[src/design/ccc_pkg.sv]
package ccc_pkg;

    localparam int PIX_W   = 8;
    localparam int CODE_W  = 3;
    localparam int K_W     = 11;
    localparam int NUM_W   = 17;
    localparam int DEN_W   = 9;
    localparam int HUE_W   = 8;

    localparam int DIV_STAGES         = 4;
    localparam int DIV_BITS_PER_STAGE = HUE_W / DIV_STAGES;

    localparam logic [PIX_W-1:0] WHITE_MIN    = 8'd200;
    localparam logic [PIX_W-1:0] WHITE_SPREAD = 8'd30;

    localparam logic [HUE_W-1:0] RED_LO    = 8'd160;
    localparam logic [HUE_W-1:0] RED_HI    = 8'd190;
    localparam logic [HUE_W-1:0] ORANGE_LO = 8'd3;
    localparam logic [HUE_W-1:0] ORANGE_HI = 8'd19;
    localparam logic [HUE_W-1:0] YELLOW_LO = 8'd20;
    localparam logic [HUE_W-1:0] YELLOW_HI = 8'd30;
    localparam logic [HUE_W-1:0] GREEN_LO  = 8'd60;
    localparam logic [HUE_W-1:0] GREEN_HI  = 8'd90;
    localparam logic [HUE_W-1:0] BLUE_LO   = 8'd100;
    localparam logic [HUE_W-1:0] BLUE_HI   = 8'd120;

    localparam logic [CODE_W-1:0] CODE_WHITE  = 3'd0;
    localparam logic [CODE_W-1:0] CODE_RED    = 3'd1;
    localparam logic [CODE_W-1:0] CODE_ORANGE = 3'd2;
    localparam logic [CODE_W-1:0] CODE_YELLOW = 3'd3;
    localparam logic [CODE_W-1:0] CODE_GREEN  = 3'd4;
    localparam logic [CODE_W-1:0] CODE_BLUE   = 3'd5;

    // Dividend, divisor and white override handed to the hue divider
    typedef struct packed {
        logic [NUM_W-1:0] num;
        logic [DEN_W-1:0] den;
        logic             white;
    } div_req_t;

    // Quotient (hue in half degrees) and white override out of the divider
    typedef struct packed {
        logic [HUE_W-1:0] hue;
        logic             white;
    } div_res_t;

endpackage

[src/design/ccc_if.sv]
interface ccc_pix_if;
    logic                     valid;
    logic                     ready;
    logic [ccc_pkg::PIX_W-1:0] blue;
    logic [ccc_pkg::PIX_W-1:0] green;
    logic [ccc_pkg::PIX_W-1:0] red;

    modport source (output valid, output blue, output green, output red, input ready);
    modport sink   (input valid, input blue, input green, input red, output ready);
endinterface

interface ccc_code_if;
    logic                      valid;
    logic                      ready;
    logic [ccc_pkg::CODE_W-1:0] color_code;

    modport source (output valid, output color_code, input ready);
    modport sink   (input valid, input color_code, output ready);
endinterface

[src/design/classify_cube_color.sv]
// Sticker color classifier for one BGR pixel per word. A pixel whose three
// channels all exceed 200 and differ pairwise by less than 30 is white (0);
// otherwise the HSV hue, in half degrees (0..180) rounded to nearest, picks
// red (160..190), orange (3..19), yellow (20..30), green (60..90) or blue
// (100..120), tested in that order, with white as the fallback; a gray pixel
// has hue 0 and so also reads white. The block takes a new pixel every clock
// unless backpressure holds it, and passes each pixel through its stages:
// three front stages form the channel extremes and the hue dividend and
// divisor, four divider stages settle two quotient bits each, and one stage
// maps the hue to a band into the output register. Backpressure on the
// result channel holds the pipeline; empty stages still fill, so pixels keep
// flowing until every stage holds a word.
module classify_cube_color (
    input  logic        clk,
    input  logic        rst_n,
    ccc_pix_if.sink     pixel,
    ccc_code_if.source  result
);

    logic               req_valid;
    logic               req_ready;
    ccc_pkg::div_req_t  req;
    logic               res_valid;
    logic               res_ready;
    ccc_pkg::div_res_t  res;

    logic                       out_vld_reg;
    logic [ccc_pkg::CODE_W-1:0] code_reg;
    logic [ccc_pkg::CODE_W-1:0] code_next;

    // Extremes, sector offset, dividend and divisor
    ccc_front u_front (
        .clk       (clk),
        .rst_n     (rst_n),
        .pixel     (pixel),
        .req_valid (req_valid),
        .req_ready (req_ready),
        .req       (req)
    );

    // Pipelined hue divider
    ccc_div u_div (
        .clk       (clk),
        .rst_n     (rst_n),
        .req_valid (req_valid),
        .req_ready (req_ready),
        .req       (req),
        .res_valid (res_valid),
        .res_ready (res_ready),
        .res       (res)
    );

    // Advance the output register when it is empty or being drained
    assign res_ready = !out_vld_reg || result.ready;

    // Band lookup; first match wins
    always_comb
    begin
        if (res.white)
            code_next = ccc_pkg::CODE_WHITE;
        else if (res.hue >= ccc_pkg::RED_LO && res.hue <= ccc_pkg::RED_HI)
            code_next = ccc_pkg::CODE_RED;
        else if (res.hue >= ccc_pkg::ORANGE_LO && res.hue <= ccc_pkg::ORANGE_HI)
            code_next = ccc_pkg::CODE_ORANGE;
        else if (res.hue >= ccc_pkg::YELLOW_LO && res.hue <= ccc_pkg::YELLOW_HI)
            code_next = ccc_pkg::CODE_YELLOW;
        else if (res.hue >= ccc_pkg::GREEN_LO && res.hue <= ccc_pkg::GREEN_HI)
            code_next = ccc_pkg::CODE_GREEN;
        else if (res.hue >= ccc_pkg::BLUE_LO && res.hue <= ccc_pkg::BLUE_HI)
            code_next = ccc_pkg::CODE_BLUE;
        else
            code_next = ccc_pkg::CODE_WHITE;
    end

    always_ff @(posedge clk or negedge rst_n)
    begin
        if (!rst_n)
            out_vld_reg <= 1'b0;
        else if (res_ready)
            out_vld_reg <= res_valid;
    end

    always_ff @(posedge clk)
    begin
        if (res_ready && res_valid)
            code_reg <= code_next;
    end

    assign result.valid      = out_vld_reg;
    assign result.color_code = code_reg;

endmodule

[src/design/ccc_front.sv]
module ccc_front (
    input  logic               clk,
    input  logic               rst_n,
    ccc_pix_if.sink            pixel,
    output logic               req_valid,
    input  logic               req_ready,
    output ccc_pkg::div_req_t  req
);

    localparam logic [1:0] SEL_RED   = 2'd0;
    localparam logic [1:0] SEL_GREEN = 2'd1;
    localparam logic [1:0] SEL_BLUE  = 2'd2;

    function automatic logic [ccc_pkg::PIX_W-1:0] abs_diff(
        input logic [ccc_pkg::PIX_W-1:0] a,
        input logic [ccc_pkg::PIX_W-1:0] b
    );
        return (a > b) ? (a - b) : (b - a);
    endfunction

    // Stage 1: extremes, max selector, white test
    logic                      s1_vld_reg;
    logic [ccc_pkg::PIX_W-1:0] s1_r_reg, s1_g_reg, s1_b_reg;
    logic [ccc_pkg::PIX_W-1:0] s1_mx_reg, s1_mn_reg;
    logic [1:0]                s1_sel_reg;
    logic                      s1_white_reg;
    logic [ccc_pkg::PIX_W-1:0] s1_mx_next, s1_mn_next;
    logic [1:0]                s1_sel_next;
    logic                      s1_white_next;

    // Stage 2: spread and sector offset
    logic                      s2_vld_reg;
    logic [ccc_pkg::PIX_W-1:0] s2_d_reg;
    logic [ccc_pkg::K_W-1:0]   s2_k_reg;
    logic                      s2_white_reg;
    logic [ccc_pkg::K_W-1:0]   s2_k_next;

    // Stage 3: dividend and divisor
    logic                      s3_vld_reg;
    ccc_pkg::div_req_t         s3_req_reg;
    ccc_pkg::div_req_t         s3_req_next;

    logic rdy1, rdy2, rdy3;

    assign rdy3        = !s3_vld_reg || req_ready;
    assign rdy2        = !s2_vld_reg || rdy3;
    assign rdy1        = !s1_vld_reg || rdy2;
    assign pixel.ready = rdy1;
    assign req_valid   = s3_vld_reg;
    assign req         = s3_req_reg;

    always_comb
    begin
        s1_mx_next = pixel.red;
        s1_mn_next = pixel.red;
        if (pixel.green > s1_mx_next) s1_mx_next = pixel.green;
        if (pixel.blue  > s1_mx_next) s1_mx_next = pixel.blue;
        if (pixel.green < s1_mn_next) s1_mn_next = pixel.green;
        if (pixel.blue  < s1_mn_next) s1_mn_next = pixel.blue;

        if (pixel.red >= pixel.green && pixel.red >= pixel.blue)
            s1_sel_next = SEL_RED;
        else if (pixel.green >= pixel.blue)
            s1_sel_next = SEL_GREEN;
        else
            s1_sel_next = SEL_BLUE;

        s1_white_next = (pixel.red   > ccc_pkg::WHITE_MIN) &&
                        (pixel.green > ccc_pkg::WHITE_MIN) &&
                        (pixel.blue  > ccc_pkg::WHITE_MIN) &&
                        (abs_diff(pixel.red,   pixel.green) < ccc_pkg::WHITE_SPREAD) &&
                        (abs_diff(pixel.green, pixel.blue)  < ccc_pkg::WHITE_SPREAD) &&
                        (abs_diff(pixel.blue,  pixel.red)   < ccc_pkg::WHITE_SPREAD);
    end

    always_comb
    begin
        logic [ccc_pkg::PIX_W-1:0] d;
        logic signed [ccc_pkg::K_W:0] k_wide;
        logic signed [ccc_pkg::K_W:0] r_s, g_s, b_s, d2_s, d4_s, d6_s;

        d    = s1_mx_reg - s1_mn_reg;
        r_s  = $signed({4'b0, s1_r_reg});
        g_s  = $signed({4'b0, s1_g_reg});
        b_s  = $signed({4'b0, s1_b_reg});
        d2_s = $signed({3'b0, d, 1'b0});
        d4_s = $signed({2'b0, d, 2'b0});
        d6_s = d4_s + d2_s;

        case (s1_sel_reg)
            SEL_RED:
            begin
                k_wide = g_s - b_s;
                if (k_wide < 0) k_wide = k_wide + d6_s;
            end
            SEL_GREEN: k_wide = b_s - r_s + d2_s;
            default:   k_wide = r_s - g_s + d4_s;
        endcase
        s2_k_next = k_wide[ccc_pkg::K_W-1:0];
    end

    // 60k + d as 64k - 4k + d
    always_comb
    begin
        s3_req_next.num   = {s2_k_reg, 6'b0}
                          - {4'b0, s2_k_reg, 2'b0}
                          + {9'b0, s2_d_reg};
        s3_req_next.den   = {s2_d_reg, 1'b0};
        s3_req_next.white = s2_white_reg;
    end

    always_ff @(posedge clk or negedge rst_n)
    begin
        if (!rst_n)
        begin
            s1_vld_reg <= 1'b0;
            s2_vld_reg <= 1'b0;
            s3_vld_reg <= 1'b0;
        end
        else
        begin
            if (rdy1) s1_vld_reg <= pixel.valid;
            if (rdy2) s2_vld_reg <= s1_vld_reg;
            if (rdy3) s3_vld_reg <= s2_vld_reg;
        end
    end

    always_ff @(posedge clk)
    begin
        if (rdy1 && pixel.valid)
        begin
            s1_r_reg     <= pixel.red;
            s1_g_reg     <= pixel.green;
            s1_b_reg     <= pixel.blue;
            s1_mx_reg    <= s1_mx_next;
            s1_mn_reg    <= s1_mn_next;
            s1_sel_reg   <= s1_sel_next;
            s1_white_reg <= s1_white_next;
        end
        if (rdy2 && s1_vld_reg)
        begin
            s2_d_reg     <= s1_mx_reg - s1_mn_reg;
            s2_k_reg     <= s2_k_next;
            // gray pixel: hue is zero, which lands in no band
            s2_white_reg <= s1_white_reg || (s1_mx_reg == s1_mn_reg);
        end
        if (rdy3 && s2_vld_reg)
            s3_req_reg <= s3_req_next;
    end

endmodule

[src/design/ccc_div.sv]
module ccc_div (
    input  logic               clk,
    input  logic               rst_n,
    input  logic               req_valid,
    output logic               req_ready,
    input  ccc_pkg::div_req_t  req,
    output logic               res_valid,
    input  logic               res_ready,
    output ccc_pkg::div_res_t  res
);

    typedef struct packed {
        logic [ccc_pkg::NUM_W-1:0] rem;
        logic [ccc_pkg::DEN_W-1:0] den;
        logic [ccc_pkg::HUE_W-1:0] quo;
        logic                      white;
    } div_stg_t;

    div_stg_t stg_reg  [ccc_pkg::DIV_STAGES];
    div_stg_t stg_next [ccc_pkg::DIV_STAGES];
    div_stg_t src_stg  [ccc_pkg::DIV_STAGES];
    logic     vld_reg  [ccc_pkg::DIV_STAGES];
    logic     src_vld  [ccc_pkg::DIV_STAGES];
    logic     rdy      [ccc_pkg::DIV_STAGES+1];

    assign rdy[ccc_pkg::DIV_STAGES] = res_ready;
    assign req_ready = rdy[0];
    assign res_valid = vld_reg[ccc_pkg::DIV_STAGES-1];
    assign res.hue   = stg_reg[ccc_pkg::DIV_STAGES-1].quo;
    assign res.white = stg_reg[ccc_pkg::DIV_STAGES-1].white;

    assign src_stg[0].rem   = req.num;
    assign src_stg[0].den   = req.den;
    assign src_stg[0].quo   = '0;
    assign src_stg[0].white = req.white;
    assign src_vld[0]       = req_valid;

    genvar s;
    generate
        for (s = 0; s < ccc_pkg::DIV_STAGES; s++)
        begin : g_stage
            localparam int HI = ccc_pkg::HUE_W - 1 - ccc_pkg::DIV_BITS_PER_STAGE * s;

            if (s > 0)
            begin : g_link
                assign src_stg[s] = stg_reg[s-1];
                assign src_vld[s] = vld_reg[s-1];
            end

            assign rdy[s] = !vld_reg[s] || rdy[s+1];

            // Restoring division, one quotient bit per step
            always_comb
            begin
                logic [ccc_pkg::NUM_W-1:0] den_ext;
                logic [ccc_pkg::NUM_W-1:0] dsh;
                logic [ccc_pkg::NUM_W-1:0] rem_w;
                logic [ccc_pkg::HUE_W-1:0] quo_w;

                den_ext = {{(ccc_pkg::NUM_W-ccc_pkg::DEN_W){1'b0}}, src_stg[s].den};
                rem_w   = src_stg[s].rem;
                quo_w   = src_stg[s].quo;
                for (int j = 0; j < ccc_pkg::DIV_BITS_PER_STAGE; j++)
                begin
                    dsh = den_ext << (HI - j);
                    if (rem_w >= dsh)
                    begin
                        rem_w          = rem_w - dsh;
                        quo_w[HI - j]  = 1'b1;
                    end
                end
                stg_next[s].rem   = rem_w;
                stg_next[s].den   = src_stg[s].den;
                stg_next[s].quo   = quo_w;
                stg_next[s].white = src_stg[s].white;
            end

            always_ff @(posedge clk or negedge rst_n)
            begin
                if (!rst_n)
                    vld_reg[s] <= 1'b0;
                else if (rdy[s])
                    vld_reg[s] <= src_vld[s];
            end

            always_ff @(posedge clk)
            begin
                if (rdy[s] && src_vld[s])
                    stg_reg[s] <= stg_next[s];
            end
        end
    endgenerate

endmodule

[src/flat_wrapper.sv]
// flat-port wrapper written by rule: the top's interface ports become plain ports
module classify_cube_color_flat 
  (clk, rst_n, pixel_valid, pixel_blue, pixel_green, pixel_red, pixel_ready, result_valid, result_color_code, result_ready);
  ccc_pix_if pixel_i ();
  ccc_code_if result_i ();
  input  logic clk;
  input  logic rst_n;
  input wire logic [$bits(pixel_i.valid)-1:0] pixel_valid;
  input wire logic [$bits(pixel_i.blue)-1:0] pixel_blue;
  input wire logic [$bits(pixel_i.green)-1:0] pixel_green;
  input wire logic [$bits(pixel_i.red)-1:0] pixel_red;
  output wire logic [$bits(pixel_i.ready)-1:0] pixel_ready;
  output wire logic [$bits(result_i.valid)-1:0] result_valid;
  output wire logic [$bits(result_i.color_code)-1:0] result_color_code;
  input wire logic [$bits(result_i.ready)-1:0] result_ready;
  assign pixel_i.valid = pixel_valid;
  assign pixel_i.blue = pixel_blue;
  assign pixel_i.green = pixel_green;
  assign pixel_i.red = pixel_red;
  assign pixel_ready = pixel_i.ready;
  assign result_valid = result_i.valid;
  assign result_color_code = result_i.color_code;
  assign result_i.ready = result_ready;
  classify_cube_color u_core (.clk(clk), .rst_n(rst_n), .pixel(pixel_i), .result(result_i));
endmodule
[config.mk]
export PLATFORM = sky130hd
export DESIGN_NAME = classify_cube_color_flat
export DESIGN_NICKNAME = d
export VERILOG_FILES = /design/src/design/ccc_pkg.sv /design/src/design/ccc_if.sv /design/src/design/classify_cube_color.sv /design/src/design/ccc_front.sv /design/src/design/ccc_div.sv /design/src/flat_wrapper.sv
export SDC_FILE = /design/constraint.sdc
export NUM_CORES = 1
export LEC_CHECK = 0
export BUFFER_PORTS_ARGS = -buffer_cell sky130_fd_sc_hd__buf_2
export CAP_MARGIN = 20
export CELL_PAD_IN_SITES_DETAIL_PLACEMENT = 0
export CELL_PAD_IN_SITES_GLOBAL_PLACEMENT = 1
export CORE_MARGIN = 3
export CORE_UTILIZATION = 40
export CTS_BUF_LIST = sky130_fd_sc_hd__clkbuf_4 sky130_fd_sc_hd__clkbuf_8
export DETAILED_ROUTE_END_ITERATION = 6
export PLACE_DENSITY_LB_ADDON = 0.1
export SLEW_MARGIN = 20
export SYNTH_ARGS = -nofsm -noshare
export SYNTH_HDL_FRONTEND = slang
export SYNTH_SLANG_ARGS = --single-unit
[constraint.sdc]
create_clock -name clk -period 7.23 [get_ports clk]
set_input_delay 0.3615 -clock clk [delete_from_list [all_inputs] [get_ports clk]]
set_output_delay 0.3615 -clock clk [all_outputs]
set_load 0.01 [all_outputs]
; Word-level counts from Yosys, hierarchy flattened
; Memory sizes are Yosys's and may differ from the RTL's.
; Index checks and enable logic that the tools add are counted.
[totals]
reg_bits = 100
in_bits = 28
out_inout_bits = 5
memories = 1
word_cells = 164
ram_bits = 140
[memory_table]
columns = memory, depth, width, rd, rd_ports_with_merged_regs, wr, line_no
row1 = u_core.u_div.stg_reg, 4, 35, 4, 0, 4, ccc_div.sv:19  ; div_stg_t stg_reg [ccc_pkg::DIV_STAGES];
[op_classes]
order_cmp = 35
addsub = 24
n_mux = 39
eq_ne = 2
n_reduce_logical = 39
[ops]
columns = cell, count
row1 = 2-to-1 mux 17 bit, 8
row2 = 2-to-1 mux 8 bit, 7
row3 = subtractor 8 bit, 7
row4 = > comparator 8 bit, 5
row5 = subtractor 17 x 13 -> 17 bit, 2
row6 = subtractor 8 x 8 -> 9 bit, 3
row7 = greater-or-equal comparator 8 bit, 3
row8 = "> comparator 8 bit, second input constant", 3
row9 = "< comparator 8 x 5 -> 1 bit, second input constant", 3
row10 = adder 9 x 11 -> 11 bit, 2
row11 = case mux 11 bit (2 select lines), 1
row12 = logical AND 1 bit, 19
row13 = adder 17 x 8 -> 17 bit, 1
row14 = greater-or-equal comparator 17 x 10 -> 1 bit, 1
row15 = greater-or-equal comparator 17 x 11 -> 1 bit, 1
row16 = greater-or-equal comparator 17 x 12 -> 1 bit, 1
row17 = greater-or-equal comparator 17 x 13 -> 1 bit, 1
row18 = greater-or-equal comparator 17 x 14 -> 1 bit, 1
row19 = greater-or-equal comparator 17 x 15 -> 1 bit, 1
row20 = greater-or-equal comparator 17 x 16 -> 1 bit, 1
row21 = greater-or-equal comparator 17 x 9 -> 1 bit, 1
row22 = 2-to-1 mux 1 bit, 17
row23 = subtractor 17 x 10 -> 17 bit, 1
row24 = subtractor 17 x 11 -> 17 bit, 1
row25 = other kinds (27), 48

; Logic depth before layout (Yosys ltp)
; Gate-level depths: netlist of the first run.
[depth]
depth_word = 10
depth_mapped = 22

; Cells and area by module
; A second synthesis of the first run with hierarchy kept.
[hier_totals]
cells_unflattened = 1713
area_unflattened_um2 = 17081.4
[by_module_without_submodules]
columns = mod, area_per_inst_um2, cells_per_inst, instances, seq_area_each_um2
row1 = ccc_front, 9213.8, 960, 1, 2687.6
row2 = ccc_div, 7589.8, 725, 1, 3163.0
row3 = classify_cube_color, 277.8, 28, 1, 115.1

; Worst setup path after synthesis of the first run
; No wires, ideal clock.
[synth_path]
path_kind = register -> register
start = register u_core.u_front.s3_req_reg, in the netlist u_core.u_front.req[11]
end = memory u_core.u_div.stg_reg[0][32] (netlist bit), data pin
t_arrival_ps = 3858
period_less_slack_ps = 4118
setup_slack_ps = 3112
stages_incl_launch_ff = 22
path_cell_list = edfxtp_1 inv_1 ha_1 nor2b_1 o21ai_1 a21boi_1 or3_1 a21oi_1 a21o_1 clkbuf_1 nand2_1 o21ai_0 ha_1 nor2b_1 o21ai_0 a21oi_1 o21ai_0 nand2b_1 a21o_1 a21oi_1 xnor2_1 mux2_2
[synth_lines]
columns = element, line_no
row1 = "start, declared", ccc_front.sv:40  ; ccc_pkg::div_req_t s3_req_reg;
row2 = "start signal, assigned", ccc_front.sv:148  ; s3_req_reg <= s3_req_next;
row3 = "end, declared", ccc_div.sv:19

==> results of run 1 <==
## worst max-delay path by stage
stage,to,cells past startpoint,startpoint,slack [ns]
3_3_place_gp,u_core.u_div.stg_reg[2][32],18,u_core.u_div.stg_reg[1][19],1.98
6_report,u_core.u_div.stg_reg[2][32],18,u_core.u_div.stg_reg[1][19],1.85
5_1_grt,u_core.u_div.stg_reg[2][32],18,u_core.u_div.stg_reg[1][19],1.04
2_1_floorplan,u_core.u_div.stg_reg[0][32],21,u_core.u_front.req[11],3.11
3_5_place_dp,u_core.u_div.stg_reg[2][32],18,u_core.u_div.stg_reg[1][17],1.89
4_1_cts,u_core.u_div.stg_reg[2][32],18,u_core.u_div.stg_reg[1][17],1.83
## cell type report
class,instances,area (µm²)
tap,525,657
multi-input combinational,1255,9640
timing repair buffer,38,218
sequential,191,5700
clock buffer,17,234
clock inverter,15,210
fill,3923,22400
inverter,196,736
## through the flow
step                utilization, %  cells  worst slack, ns  instance area [µm²]
finish                        43.7   2237             1.85                17400
CTS                           43.6   2236             1.83                17400
detailed placement            42.5   2202             1.89                16900
global route                  43.7   2237             1.04                17400
floorplan                        -   1669             3.11                16200
global placement              42.5   2202             1.98                16900
## power groups by stage
stage / combinational [mW] / sequential (mW) / clock [mW]
after floorplan: 4.32 / 2.03 / 0
after CTS: 5.57 / 2.14 / 0.792
final: 5.54 / 2.13 / 0.761
after detailed placement: 5.52 / 2.16 / 0
after global routing: 6.29 / 2.18 / 0.834
after global placement: 5.52 / 2.16 / 0
## logic make-up (layout without fill, tap and decap cells)
group | Yosys count | in the layout | synth area share [%]
compound gates | 417 | 417 | 16.6
fa+ha+maj | 236 | 236 | 19.6
buf+inv | 223 | 266 | 5.38
flops | 191 | 191 | 35.2
mux | 57 | 57 | 3.72
xor+xnor | 104 | 104 | 5.63
simple gates | 441 | 441 | 13.9
## cell usage in the layout, fill, tap and decap left out, types with 12 or more instances in the layout
master    netlist  routed
buf_2           9      32
nor3_1         40      40
nor2b_1        35      34
a211oi_1       21      21
o21ai_1        16      16
nand2_1        99      99
xor2_1         40      40
o21bai_1       17      17
mux2_2         19      19
edfxtp_1      183     183
fa_1           30      30
and2_1         14      12
nand4_1        20      20
clkbuf_8        0      17
o31ai_1        16      16
a21o_1         38      38
nand3_1        23      23
o21a_1         16      16
xnor2_1        64      64
ha_1          206     206
o21ai_0        76      76
inv_1         194     194
a21oi_1       136     136
mux2i_1        35      35
nand2b_1       28      28
nor2_1        104     104
or3_1          16      16
## per-layer routing
| layer | track usage, % | part of all wire (%) | vias up |
|---|---|---|---|
| met5 | 0 | 0 | - |
| met4 | 5.62 | 2.3 | 0 |
| met1 | 25.7 | 47 | 5629 |
| li1 | - | - | 6062 |
| met2 | 31.4 | 47 | 173 |
| met3 | 3.18 | 3.4 | 46 |
## what timing repair did
item | in CTS | in global routing
hold buffers | 2 | 0
setup endpoints to repair | 0 | 0
hold endpoints to repair | 9 | 0
==> results.py, run 1 <==
metrics = {
    "run_status": {
        "status": "finished, final reports clean",
    },
    "timing": {
        "tightest_slew_ns": 1.04,
        "rsz0062_at_grt": "false",
        "slew_viol_final": 0,
        "setup_violations": 0,
        "period_needed_ns": 5.38,
        "relSlewSlack_pct": 30.7,
        "finClkSkew_ns": 0.0208,
        "tns_ns": 0,
        "finalHoldViolations": 0,
        "whs_ns": 0.149,
        "final.period_utilization_pct": 74.4,
        "clock.fmax_mhz": 186,
    },
    "setup_path": {
        "crit_path_top_delay_cell": "and3_1",
        "path_buf_inv": 2,
        "cp_max_fo": 19,
        "timing.rr.start": "u_core.u_div.stg_reg[1][19]",
        "crit_top_cell": "o21ai_0",
        "cp_top_family": "compound AO/OA/AOI/OAI gates",
        "worstPathArrival_ns": 5.64,
        "critPathKind": "flip-flop to flip-flop",
        "slowest_delay_ns": 0.65,
        "r2r_cells": 18,
        "r2r_setup_slack_ns": 1.85,
        "critPathLaunchType": "flip-flop",
        "r2r-end": "u_core.u_div.stg_reg[2][32]",
        "cp-end-kind": "flip-flop",
        "cp_cell_sequence": "inv_1, ha_1, nor2b_1, o31ai_1, a211oi_1, nor3_2, inv_1, o21ai_0, fa_1, nor2b_1, o21ai_0, a21oi_1, o21ai_0, a21oi_1, a211oi_2, and3_1, nor3b_1, xnor2_1",
        "critPathRequiredTime_ns": 7.50,
    },
    "die": {
        "design.core.area_um2": 39800,
        "dieArea_um2": 42900,
        "die-width_um": 207,
        "num_rows": 73,
        "start_util_pct": 40.6,
        "io_pins": 33,
        "die_h_um": 207,
    },
    "cts": {
        "cts_buffer_depth": 2,
        "clk_pin_slew_ns": 0.12,
        "insertion_delay_ns": 0.50,
        "post-cts-setup-buffer-count": 0,
        "cts.sinks": 191,
        "ctsRootBufferMaster": "clkbuf_8",
        "cts_buffers": 17,
        "htree_levels": 4,
        "cts_resized": 0,
        "cts_tree": "yes",
    },
    "synthesis": {
        "synth_most_common_cell": "ha_1",
        "synthArstFlopShare_pct": 4.19,
        "yosysUniqueCellTypes": 80,
        "ys_seq_area_share_pct": 35.2,
        "yosys-top-cells-area": "edfxtp_1 34%, ha_1 16%, inv_1 4.5%",
        "synth_cells": 1669,
        "yosysTopAreaCell": "edfxtp_1",
        "syn-cell-area_um2": 16200,
        "synth_edf_count": 183,
        "syn-num-nets": 1933,
        "yosysWarnings": 0,
        "synth-seq-cells": 191,
        "syn_avg_cell_area_um2": 9.70,
        "synthFlopType": "edfxtp_1",
        "synthDominantCellAreaShare_pct": 33.9,
        "synth_common_cells": "206 x ha_1, 194 x inv_1, 183 x edfxtp_1, 136 x a21oi_1, 104 x nor2_1",
    },
    "hold_path": {
        "holdCritStartpoint": "pixel_red[0]",
        "whs_endpoint": "u_core.u_front.s1_r_reg[0]",
        "holdPathStages": 1,
        "hp-class": "input port to flip-flop",
    },
    "routing": {
        "vias": 11900,
        "wl_um": 40500,
        "vias_per_cell": 5.32,
        "drt-initial-drc-count": 662,
        "postRouteAntennaNets": 0,
        "wire_per_inst_um": 18.1,
        "drc": 0,
        "dr.pass1.iters": 6,
    },
    "power": {
        "clkPwrFrac_pct": 9.0,
        "power_density_nw_per_um2": 485,
        "internal_power_mw": 4.57,
        "p_sw_mw": 3.87,
        "swShare_pct": 45.8,
        "leakage_nw": 7.41,
        "ir_drop_v": 0.000187,
        "finalPower_mw": 8.43,
        "pwr-share-seq_pct": 25.3,
        "p_comb_share_pct": 65.7,
    },
    "grt": {
        "grt_pass1_vias": 12100,
        "grt_pass1_wl_um": 65500,
        "gr-total-overflow": 0,
        "grt_use_total_pct": 19.0,
        "antenna_found_initial": 0,
        "grt_max_degree": 44,
    },
    "finish": {
        "largest_register_ffs": 93,
        "nets": 1963,
        "layout-drive-gt1-share_pct": 7.24,
        "syn_to_final_growth_pct": 7.44,
        "antenna_cells": 0,
    },
    "placement": {
        "gp_congestion": 0.865,
        "io_buffers": 32,
        "dp_hpwl_um": 33100,
    },
    "run": {
        "drv_cap": 0,
    },
}
Power figures use the tool's default switching activity.
==> run 2, diff against run 1 <==
- ABC_AREA: not set -> 1
- clock period: 7.23 -> 4.8 ns (I/O delays scaled with it)
==> run 2 against run 1 <==
Effect of this change: global-route usage up 1.4 points; area after synthesis increased by 7.7%; hold slack lost 0.11 ns; core utilization rose by 0.66 points; critical endpoint is now u_core.u_front.s2_k_reg[8]; largest cell class unchanged.
==> results.py, run 2 <==
metrics = {
    "setup_path": {
        "worstPathArrival_ns": 4.41,
        "path_depth": 18,
        "cp_cell_sequence": "inv_1, ha_1, fa_1, o21ai_0, a21oi_1, nor2_1, nor2_1, xor2_1, fa_1, inv_1, ha_1, nand2_1, inv_1, nand3_1, o221ai_1, or2_2, nand3_1, nand3_1",
        "r2r_cells": 18,
        "critPathLaunchType": "flip-flop",
        "critPathRequiredTime_ns": 5.07,
        "critPathKind": "flip-flop to flip-flop",
        "crit_path_top_delay_cell": "fa_1",
        "cp_top_family": "adder cells",
        "cp_max_fo": 6,
        "path_buf_inv": 3,
        "slowest_delay_ns": 0.48,
        "cp-end-kind": "flip-flop",
    },
    "synthesis": {
        "synthArstFlopShare_pct": 4.19,
        "synth_most_common_cell": "nand2_1",
        "synth_cells": 2226,
        "yosysTopAreaCell": "edfxtp_1",
        "synth_edf_count": 183,
        "synthDominantCellAreaShare_pct": 31.5,
        "yosysUniqueCellTypes": 60,
        "yosysWarnings": 0,
        "synthFlopType": "edfxtp_1",
        "yosys-top-cells-area": "edfxtp_1 32%, ha_1 15%, nand2_1 13%",
        "syn-num-nets": 2490,
        "synth-seq-cells": 191,
        "syn_avg_cell_area_um2": 7.83,
        "ys_seq_area_share_pct": 32.7,
        "synth_common_cells": "581 x nand2_1, 362 x inv_1, 206 x ha_1, 183 x edfxtp_1, 149 x nor2_1",
        "syn-cell-area_um2": 17400,
    },
    "timing": {
        "tightest_slew_ns": 0.923,
        "relSlewSlack_pct": 38.4,
        "finalHoldViolations": 0,
        "rsz0062_at_grt": "false",
        "tns_ns": 0,
        "clock.fmax_mhz": 241,
        "whs_ns": 0.0391,
        "finClkSkew_ns": 0.0274,
        "final.period_utilization_pct": 86.4,
        "period_needed_ns": 4.15,
        "setup_violations": 0,
        "slew_viol_final": 0,
    },
    "routing": {
        "wl_met1_um": 21800,
        "vias": 14500,
        "top_layer_used": "met4",
        "drt-initial-drc-count": 961,
        "routed-wl-met3_um": 1780,
        "dr.pass1.iters": 5,
        "postRouteAntennaNets": 0,
        "wire_per_inst_um": 16.4,
        "wl_um": 47100,
        "drc": 0,
        "vias_per_cell": 5.03,
        "met2_length_um": 22600,
    },
    "hold_path": {
        "hp-class": "input port to flip-flop",
        "holdPathStages": 1,
    },
    "cts": {
        "cts_tree": "yes",
        "cts_hold_buf": 10,
        "cts.sinks": 191,
        "ctsRootBufferMaster": "clkbuf_8",
        "htree_levels": 4,
        "insertion_delay_ns": 0.53,
        "cts_resized": 0,
        "cts_buffer_depth": 2,
        "cts_buffers": 17,
        "clk_pin_slew_ns": 0.11,
        "post-cts-setup-buffer-count": 0,
    },
    "die": {
        "num_rows": 75,
        "die_h_um": 215,
        "start_util_pct": 41.0,
        "design.core.area_um2": 42500,
        "die-width_um": 215,
        "dieArea_um2": 46100,
        "io_pins": 33,
    },
    "grt": {
        "grt_pass1_vias": 14100,
        "grt_use_total_pct": 20.4,
        "antenna_found_initial": 0,
        "gr-total-overflow": 0,
        "grt_pass1_wl_um": 75100,
        "grt_max_degree": 44,
    },
    "finish": {
        "layout-drive-gt1-share_pct": 5.97,
        "layout_commonest_cell": "nand2_1",
        "largest_register_ffs": 93,
        "syn_to_final_growth_pct": 8.13,
        "antenna_cells": 0,
        "nets": 2547,
        "final_cell_mix": "581 x nand2_1, 362 x inv_1, 206 x ha_1",
    },
    "run": {
        "drv_cap": 0,
    },
    "placement": {
        "dp_hpwl_um": 38700,
        "gp_congestion": 0.880,
        "io_buffers": 32,
    },
    "run_status": {
        "status": "finished, final reports clean",
    },
}
## run 2: cell types whose count changed after synthesis, moves of 24 or more
cell	change
xnor2_1	-31
mux2i_1	-35
nand2_1	+482
o21ai_0	+24
xor2_1	+31
nand2b_1	-28
inv_1	+168
a21o_1	-28
nor3_1	-24
nand3_1	+94
nor2_1	+45
nor2b_1	-35
## run 2: stage by stage
step | setup WS, ns | instance area [µm²] | utilization, % | cells
after detailed placement | 0.703 | 18300 | 43.0 | 2831
final | 0.655 | 18800 | 44.3 | 2873
after global placement | 0.733 | 18300 | 43.0 | 2831
after CTS | 0.674 | 18800 | 44.3 | 2873
after floorplan | 1.25 | 17400 | - | 2226
after global routing | 0.221 | 18800 | 44.3 | 2873
## run 2: logic make-up (layout without fill, tap and decap cells)
group,Yosys count,in the layout,synth area share (%)
and+or+nand+nor,969,969,24.0
buffers and inverters,387,457,8.71
AOI/OAI and AO/OA,339,339,11.1
adders and majority gates,236,236,18.2
DFF,191,191,32.7
xor gates and xnor gates,104,104,5.23
## run 2: worst paths after layout
check	endpoint	slack, ns	startpoint
max in group asynchronous	u_core.u_div.src_vld[0]	4.55	rst_n
worst min-delay path	u_core.u_front.s1_r_reg[7]	0.04	pixel_red[7]
min in group asynchronous	u_core.u_front.req_valid	0.07	rst_n
worst min register to register	u_core.u_div.stg_reg[2][5]	0.43	u_core.u_div.stg_reg[1][5]
worst max-delay path	u_core.u_front.s2_k_reg[8]	0.65	u_core.u_front.s1_g_reg[0]
worst max register to register	u_core.u_front.s2_k_reg[8]	0.65	u_core.u_front.s1_g_reg[0]
## run 2: layout make-up
class / instances / area (µm²)
Tap cell: 577 / 722
Fill cell: 4308 / 23700
Clock inverter: 14 / 215
Sequential cell: 191 / 5700
Timing Repair Buffer: 54 / 350
Inverter: 371 / 1390
Multi-Input combinational cell: 1648 / 10200
Clock buffer: 18 / 241
## run 2: routing by layer
layer / GRT usage [%] / vias to the layer above
li1: - / 7493
met1: 26.9 / 6657
met2: 35.5 / 265
met3: 2.99 / 50
met4: 4.61 / 0
met5: 0 / -
## run 2: worst register-to-register path, cell delays in order, from the launching register on
cell	delay (ns)
edfxtp_1	0.47
inv_1	0.07
ha_1	0.23
fa_1	0.41
o21ai_0	0.46
a21oi_1	0.12
nor2_1	0.12
nor2_1	0.06
xor2_1	0.32
fa_1	0.48
inv_1	0.07
ha_1	0.29
nand2_1	0.11
inv_1	0.06
nand3_1	0.07
o221ai_1	0.13
or2_2	0.30
nand3_1	0.07
nand3_1	0.08
Power of run 2 is left out: the tool's default activity adds up to more than one toggle a clock period on the data nets, which glitch-free logic cannot reach.
